## src/rtl/blraq_pkg.sv

```systemverilog
// Shared types, constants and the control-store program for the lazy range-add store.
// Used by blraq_seq, blraq_dp and block_lazy_range_add_point_query.
package blraq_pkg;

  localparam int DEPTH      = 1024;
  localparam int BLOCK_SIZE = 32;
  localparam int NUM_BLOCKS = (DEPTH + BLOCK_SIZE - 1) / BLOCK_SIZE;
  localparam int IDX_W      = 10;
  localparam int BLK_SHIFT  = $clog2(BLOCK_SIZE);
  localparam int BLK_W      = IDX_W - BLK_SHIFT;
  localparam int DATA_W     = 32;
  localparam int CMD_W      = 2;
  localparam int TDATA_W    = 56;
  localparam int UPC_W      = 5;

  typedef logic [UPC_W-1:0] upc_t;

  typedef enum logic [CMD_W-1:0] {
    CMD_LOAD  = 2'd0,
    CMD_ADD   = 2'd1,
    CMD_QUERY = 2'd2,
    CMD_NONE  = 2'd3
  } cmd_e;

  typedef enum logic [3:0] {
    OP_NONE,
    OP_CLEAR,
    OP_ACCEPT,
    OP_LOAD,
    OP_QRD,
    OP_QOUT,
    OP_SETUP_SAME,
    OP_SETUP_LB,
    OP_SETUP_RB,
    OP_SWEEP,
    OP_DRAIN,
    OP_DRAIN_CLR,
    OP_MID
  } dp_op_e;

  typedef enum logic [2:0] {
    C_ALWAYS,
    C_NEXT,
    C_DISPATCH,
    C_CLR_MORE,
    C_OUT_BUSY,
    C_SWEEP_MORE,
    C_NO_MID,
    C_MID_MORE
  } cond_e;

  typedef struct packed {
    dp_op_e op;
    cond_e  cond;
    upc_t   target;
  } ctl_t;

  typedef struct packed {
    logic [IDX_W-1:0]  first_index;
    logic [IDX_W-1:0]  last_index;
    logic [DATA_W-1:0] amount;
  } item_t;

  typedef struct packed {
    logic clr_more;
    logic sweep_more;
    logic no_mid;
    logic mid_more;
  } dp_stat_t;

  typedef struct packed {
    logic     in_fire;
    upc_t     entry;
    logic     out_busy;
    dp_stat_t dp;
  } seq_stat_t;

  localparam upc_t U_CLEAR   = 5'd0;
  localparam upc_t U_IDLE    = 5'd1;
  localparam upc_t U_LOAD    = 5'd2;
  localparam upc_t U_QRD     = 5'd3;
  localparam upc_t U_QOUT    = 5'd4;
  localparam upc_t U_SAME    = 5'd5;
  localparam upc_t U_SAME_SW = 5'd6;
  localparam upc_t U_SAME_DR = 5'd7;
  localparam upc_t U_LB      = 5'd8;
  localparam upc_t U_LB_SW   = 5'd9;
  localparam upc_t U_LB_DR   = 5'd10;
  localparam upc_t U_RB      = 5'd11;
  localparam upc_t U_RB_SW   = 5'd12;
  localparam upc_t U_RB_DR   = 5'd13;
  localparam upc_t U_MID_CHK = 5'd14;
  localparam upc_t U_MID     = 5'd15;
  localparam upc_t U_MID_END = 5'd16;

  function automatic ctl_t ucode(upc_t upc);
    ctl_t w;
    unique case (upc)
      U_CLEAR:   w = '{OP_CLEAR,      C_CLR_MORE,   U_CLEAR};
      U_IDLE:    w = '{OP_ACCEPT,     C_DISPATCH,   U_IDLE};
      U_LOAD:    w = '{OP_LOAD,       C_ALWAYS,     U_IDLE};
      U_QRD:     w = '{OP_QRD,        C_NEXT,       U_IDLE};
      U_QOUT:    w = '{OP_QOUT,       C_OUT_BUSY,   U_IDLE};
      U_SAME:    w = '{OP_SETUP_SAME, C_NEXT,       U_IDLE};
      U_SAME_SW: w = '{OP_SWEEP,      C_SWEEP_MORE, U_SAME_SW};
      U_SAME_DR: w = '{OP_DRAIN,      C_ALWAYS,     U_IDLE};
      U_LB:      w = '{OP_SETUP_LB,   C_NEXT,       U_IDLE};
      U_LB_SW:   w = '{OP_SWEEP,      C_SWEEP_MORE, U_LB_SW};
      U_LB_DR:   w = '{OP_DRAIN_CLR,  C_NEXT,       U_IDLE};
      U_RB:      w = '{OP_SETUP_RB,   C_NEXT,       U_IDLE};
      U_RB_SW:   w = '{OP_SWEEP,      C_SWEEP_MORE, U_RB_SW};
      U_RB_DR:   w = '{OP_DRAIN_CLR,  C_NEXT,       U_IDLE};
      U_MID_CHK: w = '{OP_NONE,       C_NO_MID,     U_IDLE};
      U_MID:     w = '{OP_MID,        C_MID_MORE,   U_MID};
      U_MID_END: w = '{OP_NONE,       C_ALWAYS,     U_IDLE};
      default:   w = '{OP_NONE,       C_ALWAYS,     U_IDLE};
    endcase
    return w;
  endfunction

  function automatic logic [BLK_W-1:0] blk_of(logic [IDX_W-1:0] idx);
    return idx[IDX_W-1:BLK_SHIFT];
  endfunction

  function automatic logic [IDX_W-1:0] blk_first(logic [BLK_W-1:0] b);
    return {b, {BLK_SHIFT{1'b0}}};
  endfunction

  function automatic logic [IDX_W-1:0] blk_last(logic [BLK_W-1:0] b);
    logic [IDX_W:0] t;
    t = {1'b0, blk_first(b)} + (IDX_W+1)'(BLOCK_SIZE - 1);
    if (t > (IDX_W+1)'(DEPTH - 1)) begin
      t = (IDX_W+1)'(DEPTH - 1);
    end
    return t[IDX_W-1:0];
  endfunction

  function automatic upc_t entry_of(cmd_e cmd, logic [IDX_W-1:0] first,
                                    logic [IDX_W-1:0] last);
    upc_t e;
    e = U_IDLE;
    unique case (cmd)
      CMD_LOAD: begin
        if ({1'b0, first} < (IDX_W+1)'(DEPTH)) e = U_LOAD;
      end
      CMD_ADD: begin
        if (first <= last && {1'b0, last} < (IDX_W+1)'(DEPTH)) begin
          e = (blk_of(first) == blk_of(last)) ? U_SAME : U_LB;
        end
      end
      CMD_QUERY: e = U_QRD;
      CMD_NONE:  e = U_IDLE;
    endcase
    return e;
  endfunction

endpackage

```

## src/rtl/blraq_seq.sv

```systemverilog
// Microcode sequencer: step counter, control store and conditional jumps.
// Depends on blraq_pkg for the program and the control word layout.
module blraq_seq
  import blraq_pkg::*;
(
  input  logic      clk_i,
  input  logic      rst_ni,
  input  seq_stat_t stat_i,
  output ctl_t      ctl_o
);

  upc_t upc_d, upc_q;
  ctl_t ctl;
  logic take;
  upc_t target;

  always_comb begin
    ctl    = ucode(upc_q);
    target = ctl.target;
    unique case (ctl.cond)
      C_ALWAYS:     take = 1'b1;
      C_NEXT:       take = 1'b0;
      C_DISPATCH: begin
        take   = 1'b1;
        target = stat_i.in_fire ? stat_i.entry : U_IDLE;
      end
      C_CLR_MORE:   take = stat_i.dp.clr_more;
      C_OUT_BUSY: begin
        take   = 1'b1;
        target = stat_i.out_busy ? upc_q : ctl.target;
      end
      C_SWEEP_MORE: take = stat_i.dp.sweep_more;
      C_NO_MID:     take = stat_i.dp.no_mid;
      C_MID_MORE:   take = stat_i.dp.mid_more;
      default:      take = 1'b0;
    endcase
    upc_d = take ? target : upc_q + upc_t'(1);
  end

  always_ff @(posedge clk_i or negedge rst_ni) begin
    if (!rst_ni) begin
      upc_q <= U_CLEAR;
    end else begin
      upc_q <= upc_d;
    end
  end

  assign ctl_o = ctl;

endmodule

```

## config.mk

```make
export PLATFORM = sky130hd
export DESIGN_NAME = blraq_seq
export DESIGN_NICKNAME = d
export VERILOG_FILES = /design/src/rtl/blraq_pkg.sv /design/src/rtl/blraq_seq.sv
export SDC_FILE = /design/constraint.sdc
export NUM_CORES = 1
export LEC_CHECK = 0
export BUFFER_PORTS_ARGS = -buffer_cell sky130_fd_sc_hd__buf_2
export CAP_MARGIN = 30
export CELL_PAD_IN_SITES_DETAIL_PLACEMENT = 1
export CELL_PAD_IN_SITES_GLOBAL_PLACEMENT = 1
export CORE_ASPECT_RATIO = 1.5
export CORE_MARGIN = 2
export CORE_UTILIZATION = 39
export CTS_CLUSTER_DIAMETER = 150
export DETAILED_ROUTE_END_ITERATION = 6
export GPL_TIMING_DRIVEN = 0
export PLACE_DENSITY_LB_ADDON = 0.25
export SKIP_LAST_GASP = 1
export SYNTH_ARGS = -nofsm -noshare
export SYNTH_HDL_FRONTEND = slang
export SYNTH_SLANG_ARGS = --single-unit
```

## constraint.sdc

```tcl
create_clock -name clk_i -period 5.4 [get_ports clk_i]
set_input_delay 0.27 -clock clk_i [delete_from_list [all_inputs] [get_ports clk_i]]
set_output_delay 0.27 -clock clk_i [all_outputs]
set_load 0.005 [all_outputs]
```

* Yosys cells after proc, flatten, opt, wreduce, memory -nomap -nowiden
Memories as Yosys holds them, arrays and structs flattened.
Cells that the tools add are included.
** Cells by class
- Multiplexer cells :: 5
- Div/mod/pow operators :: 0
- Equal/unequal tests :: 8
- Bitwise gates (word level) :: 0
- Reductions and logical operators :: 2
- Add/subtract/negate cells :: 1
- Multipliers :: 0
- Shifts and indexed selects :: 0
- Order comparisons :: 0
** Operators by type and width (number)
- 2-to-1 mux 5 bit :: 3
- == test 3 bit, second input constant :: 4
- case mux 5 bit (2 select lines) :: 1
- == test 3 x 2 -> 1 bit, second input constant :: 2
- case mux 1 bit (6 select lines) :: 1
- adder 5 x 1 -> 5 bit, second input constant :: 1
- == test 3 x 1 -> 1 bit, second input constant :: 1
- zero test 3 bit :: 1
- inequality test 3 bit, second input constant :: 1
- OR reduction 3 bit :: 1
** Storage, ports and cells
- Memories kept :: 1
- ROM bits :: 352
- Register bits :: 5
- Latch bits :: 0
- Memory bits (writable) :: 0
** Memories
- (no name shown) :: depth 32, width 11, rd ports 1, clocked after memory_dff 0, write ports 0, RTL line blraq_pkg.sv:98 : unique case (upc)

* Logic depth before layout (Yosys ltp)
An unclocked memory read counts as a cell.
- Word-level depth :: 5
- Depth in mapped cells :: 11

* Worst setup path after synthesis
OpenSTA, ideal clock, no wires.
- Path type :: register -> register
- Start :: register upc_q[1]
- End :: register upc_q[3]
- Period minus slack after synthesis :: 2.442 ns
- Buffers on the path :: 2
- Arrival time :: 2.321 ns
- Setup slack :: 2.958 ns
- Stages on the path, launching flop included :: 11
- Cell sequence :: dfrtp_1 > buf_2 > inv_1 > ha_1 > buf_2 > xnor2_1 > o21ai_0 > or2b_1 > o21ai_2 > or4b_1 > o211a_1
** Between the ends
- Word-level cells in the longest chain between the ends :: 5
- Elaborated cells on any way between the ends :: 16
- Classes of those cells :: add/sub (1); eq/ne (8); mux (4); reduce/logical (2); memory (1)
** Ends and longest elaborated chain
- start: declaration :: RTL line blraq_seq.sv:12 : upc_t upc_d, upc_q;
- start signal: assignment :: RTL line blraq_seq.sv:44 : upc_q <= upc_d;
- memory (32 x 11 bit)
- == test 3 bit (tied with other cells) :: RTL line blraq_seq.sv:20 : unique case (ctl.cond)
- OR reduction 3 bit (no line)
- case mux 1 bit (6 select lines) :: RTL line blraq_seq.sv:20
- inequality test 3 bit (no line) / 2-to-1 mux 5 bit (equally long branches)
Parallel ways exist; a longest one is shown, timed or not. The select of a mux whose other input is x is not followed.
A chain may end at the register's enable or synchronous reset.

* Final worst setup path
- Start :: register upc_q[0]
- End :: register upc_q[3]
The elaborated chain is that of the path after synthesis.

==> flow_summary.yaml <==
status:
  status: "finished clean"
power:
  leakage_uw: 0.000519
  irDropWorstVdd_mv: 0.310
  p_per_area_nw_per_um2: 666
critical_path:
  cpMaxStageDelayCell: "dfrtp_1"
  worstSetupPathType: "flop to flop"
  worst_setup_path_end_kind: "flop"
  cp_max_fo: 10
  slowest_delay_ns: 0.55
  start_kind: "flop"
  cp.required_ns: 5.53
  arrival_ns: 3.13
  crit_chain: "inv_1, ha_1, buf_2, xnor2_1, o21ai_0, or2b_1, o21ai_2, or4b_1, o211a_1"
final_layout:
  drive_gt1_share_pct: 26.8
  nNetsFinal: 175
  instances_no_fill: 176
  largest_reg_flops: 5
  utilization_pct: 49.0
  diodes: 0
  synthToLayoutAreaGrowth_pct: 20.0
  reg_top3: "upc_q (5)"
  regMostFlops: "upc_q"
synth:
  ys_warn_count: 0
  synth_nets: 146
  ys_top_cells_by_area: "dfrtp_1 14%, ha_1 11%, nor2_1 7.1%, o21ai_0 5.5%, nand2_1 4.2%"
  ys.flop_type: "dfrtp_1"
  yosysTopAreaCellShare_pct: 13.9
  syn_area_um2: 902
  synthArstFlopShare_pct: 100
  syn_area_per_cell_um2: 7.22
  synth.distinct_cells: 48
  yosysTopAreaCell: "dfrtp_1"
  synth-edff-count: 0
  syn_inst: 125
  synth-seq-cells: 5
  yosysSeqAreaShare_pct: 13.9
floorplan:
  die_width_um: 43.3
  initial_core_util_pct: 40.9
  dieArea_um2: 2720
  core_um2: 2210
  rows: 21
  ioPinCount: 25
  die_y_um: 62.9
route:
  dr_total_vias: 1016
  post-route-drc-count: 0
  drtIter0Drc: 21
  wire_per_inst_um: 16.7
  drt_pre_antenna_iters: 4
  antenna_left: 0
  wirelength_um: 2940
  viasPerCell: 5.77
grt:
  grt_pass1_vias: 1071
  grt_first_pass_wirelength_um: 5010
  grt_max_degree: 11
  grt_antenna_before_repair: 0
  grt_overflow: 0
  globalRouteTotalUtil_pct: 23.6
placement:
  dp_slack_ns: 2.42
  dpl.hpwl_um: 2370
  port_buffers: 23
  gp_congestion: 0.813
  dp_cells: 171
sta:
  fin_crit_sh_pct: 55.6
  fmax_ghz: 0.333
  tightest_slew_ns: 0.507
  period_needed_ns: 3.00
  rsz0062_at_grt: "no"
  hold_viol: 0
  setup_ws_ns: 2.40
  relSlewSlack_pct: 66.2
  setup_tns_ns: 0
  setup_viol: 0
  maxSlewViolCount: 0
  finClkSkew_ns: 0.000186
run:
  max-cap-violations: 0
clock_network:
  worstSkewPairLatency_ns: 0.24
  clockRootBuffer: "clkbuf_4"
  postCtsSetupBuffers: 0
  cts_tree: "built"
  cts_buffers: 3
  h-tree-depth: 1
  clock-sinks: 5
  clk_pin_slew_worst_paths_ns: 0.05
  clockBufferDepth: 2
min_path:
  hp-class: "primary input to flop"
[report_power, final]
group	internal, µW	switching (µW)
combinational	240	355
clock	28.0	16.1
sequential	55.8	25.6
total	323	397
[layer usage]
metal  global-route usage (%)  vias to the layer above  part of all wire, %
met5                        0                        -                    0
met1                     28.3                      479                   41
met3                     2.02                        7                  2.8
met2                     41.8                       27                   54
li1                         -                      503                    -
met4                     9.09                        0                  2.1
[final timing paths]
path,from,cells after the start,endpoint,slack (ns)
max,upc_q[0]$_DFFE_PN0P_,9,upc_q[3]$_DFFE_PN0P_,2.40
min,stat_i[9],3,upc_q[4]$_DFFE_PN0P_,0.32
max reg2reg,upc_q[0]$_DFFE_PN0P_,9,upc_q[3]$_DFFE_PN0P_,2.40
min reg2reg,upc_q[0]$_DFFE_PN0P_,2,upc_q[3]$_DFFE_PN0P_,0.81
max in group asynchronous,rst_ni,2,upc_q[3]$_DFFE_PN0P_,4.89
min in group asynchronous,rst_ni,2,upc_q[2]$_DFFE_PN0P_,0.38
[synthesized netlist by cell type (3+ instances only)]
master	n
nor2_1	17
nand2_1	10
o21ai_0	10
inv_1	9
ha_1	8
a21oi_1	6
dfrtp_1	5
nand3_1	5
a211oi_1	4
a22oi_1	3
buf_2	3
[repair_timing]
| item | in CTS | in global routing |
|---|---|---|
| hold endpoints to repair | 5 | 0 |
| hold buffers | 1 | 0 |
| resized for setup | 0 | 0 |
[layout by cell type (no fill, tap or decap), types with 2 or more instances in the layout]
cell type,instances
nand2_1,10
a22oi_1,3
a211oi_1,4
o211ai_2,2
o211a_1,2
buf_2,26
nand4_1,2
clkbuf_4,3
o31ai_1,2
nand3_1,5
o21ai_0,10
mux2i_1,2
nor3_1,2
inv_1,9
buf_4,2
dfrtp_1,5
a21oi_1,6
ha_1,8
clkbuf_1,3
nor2_1,17
[critical path: cells and delay by family, from the launching register on]
family / cells / cell delay [ns]
XOR/XNOR: 1 / 0.14
AND/OR/NAND/NOR: 2 / 0.82
AO/OA/AOI/OAI: 3 / 0.61
buffers and inverters: 2 / 0.42
flip-flops: 1 / 0.55
adder cells (fa/ha/maj): 1 / 0.34
[cell families (layout without fill, tap and decap cells)]
logic type | count (synthesis) | in the layout | share of synthesized area [%]
XOR/XNOR | 1 | 1 | 0.971
multiplexers | 2 | 2 | 2.22
adder cells (fa/ha/maj) | 8 | 8 | 11.1
AND/OR/NAND/NOR | 52 | 52 | 31.9
buffers and inverters | 18 | 46 | 9.57
AO/OA/AOI/OAI | 38 | 38 | 30.0
flip-flops | 5 | 5 | 13.9
other | 1 | 1 | 0.416
[stage by stage]
step / hold WS (ns) / area (µm²) / total power (µW)
5_1_grt: 0.334 / 1080 / 798
2_1_floorplan: -0.0256 / 902 / 494
3_5_place_dp: 0.0921 / 1050 / 674
4_1_cts: 0.332 / 1080 / 722
3_3_place_gp: 0.0859 / 1050 / 646
6_report: 0.325 / 1080 / 720
[area by class of cell]
type / count / area [µm²]
clock buffers: 4 / 26.3
well taps: 23 / 28.8
multi-input cells: 102 / 691
repair buffers: 24 / 125
plain buffers: 9 / 52.6
fillers: 305 / 1120
inverters: 9 / 33.8
flip-flops and latches: 5 / 125
Note: power is estimated with default switching activity, not from simulation.
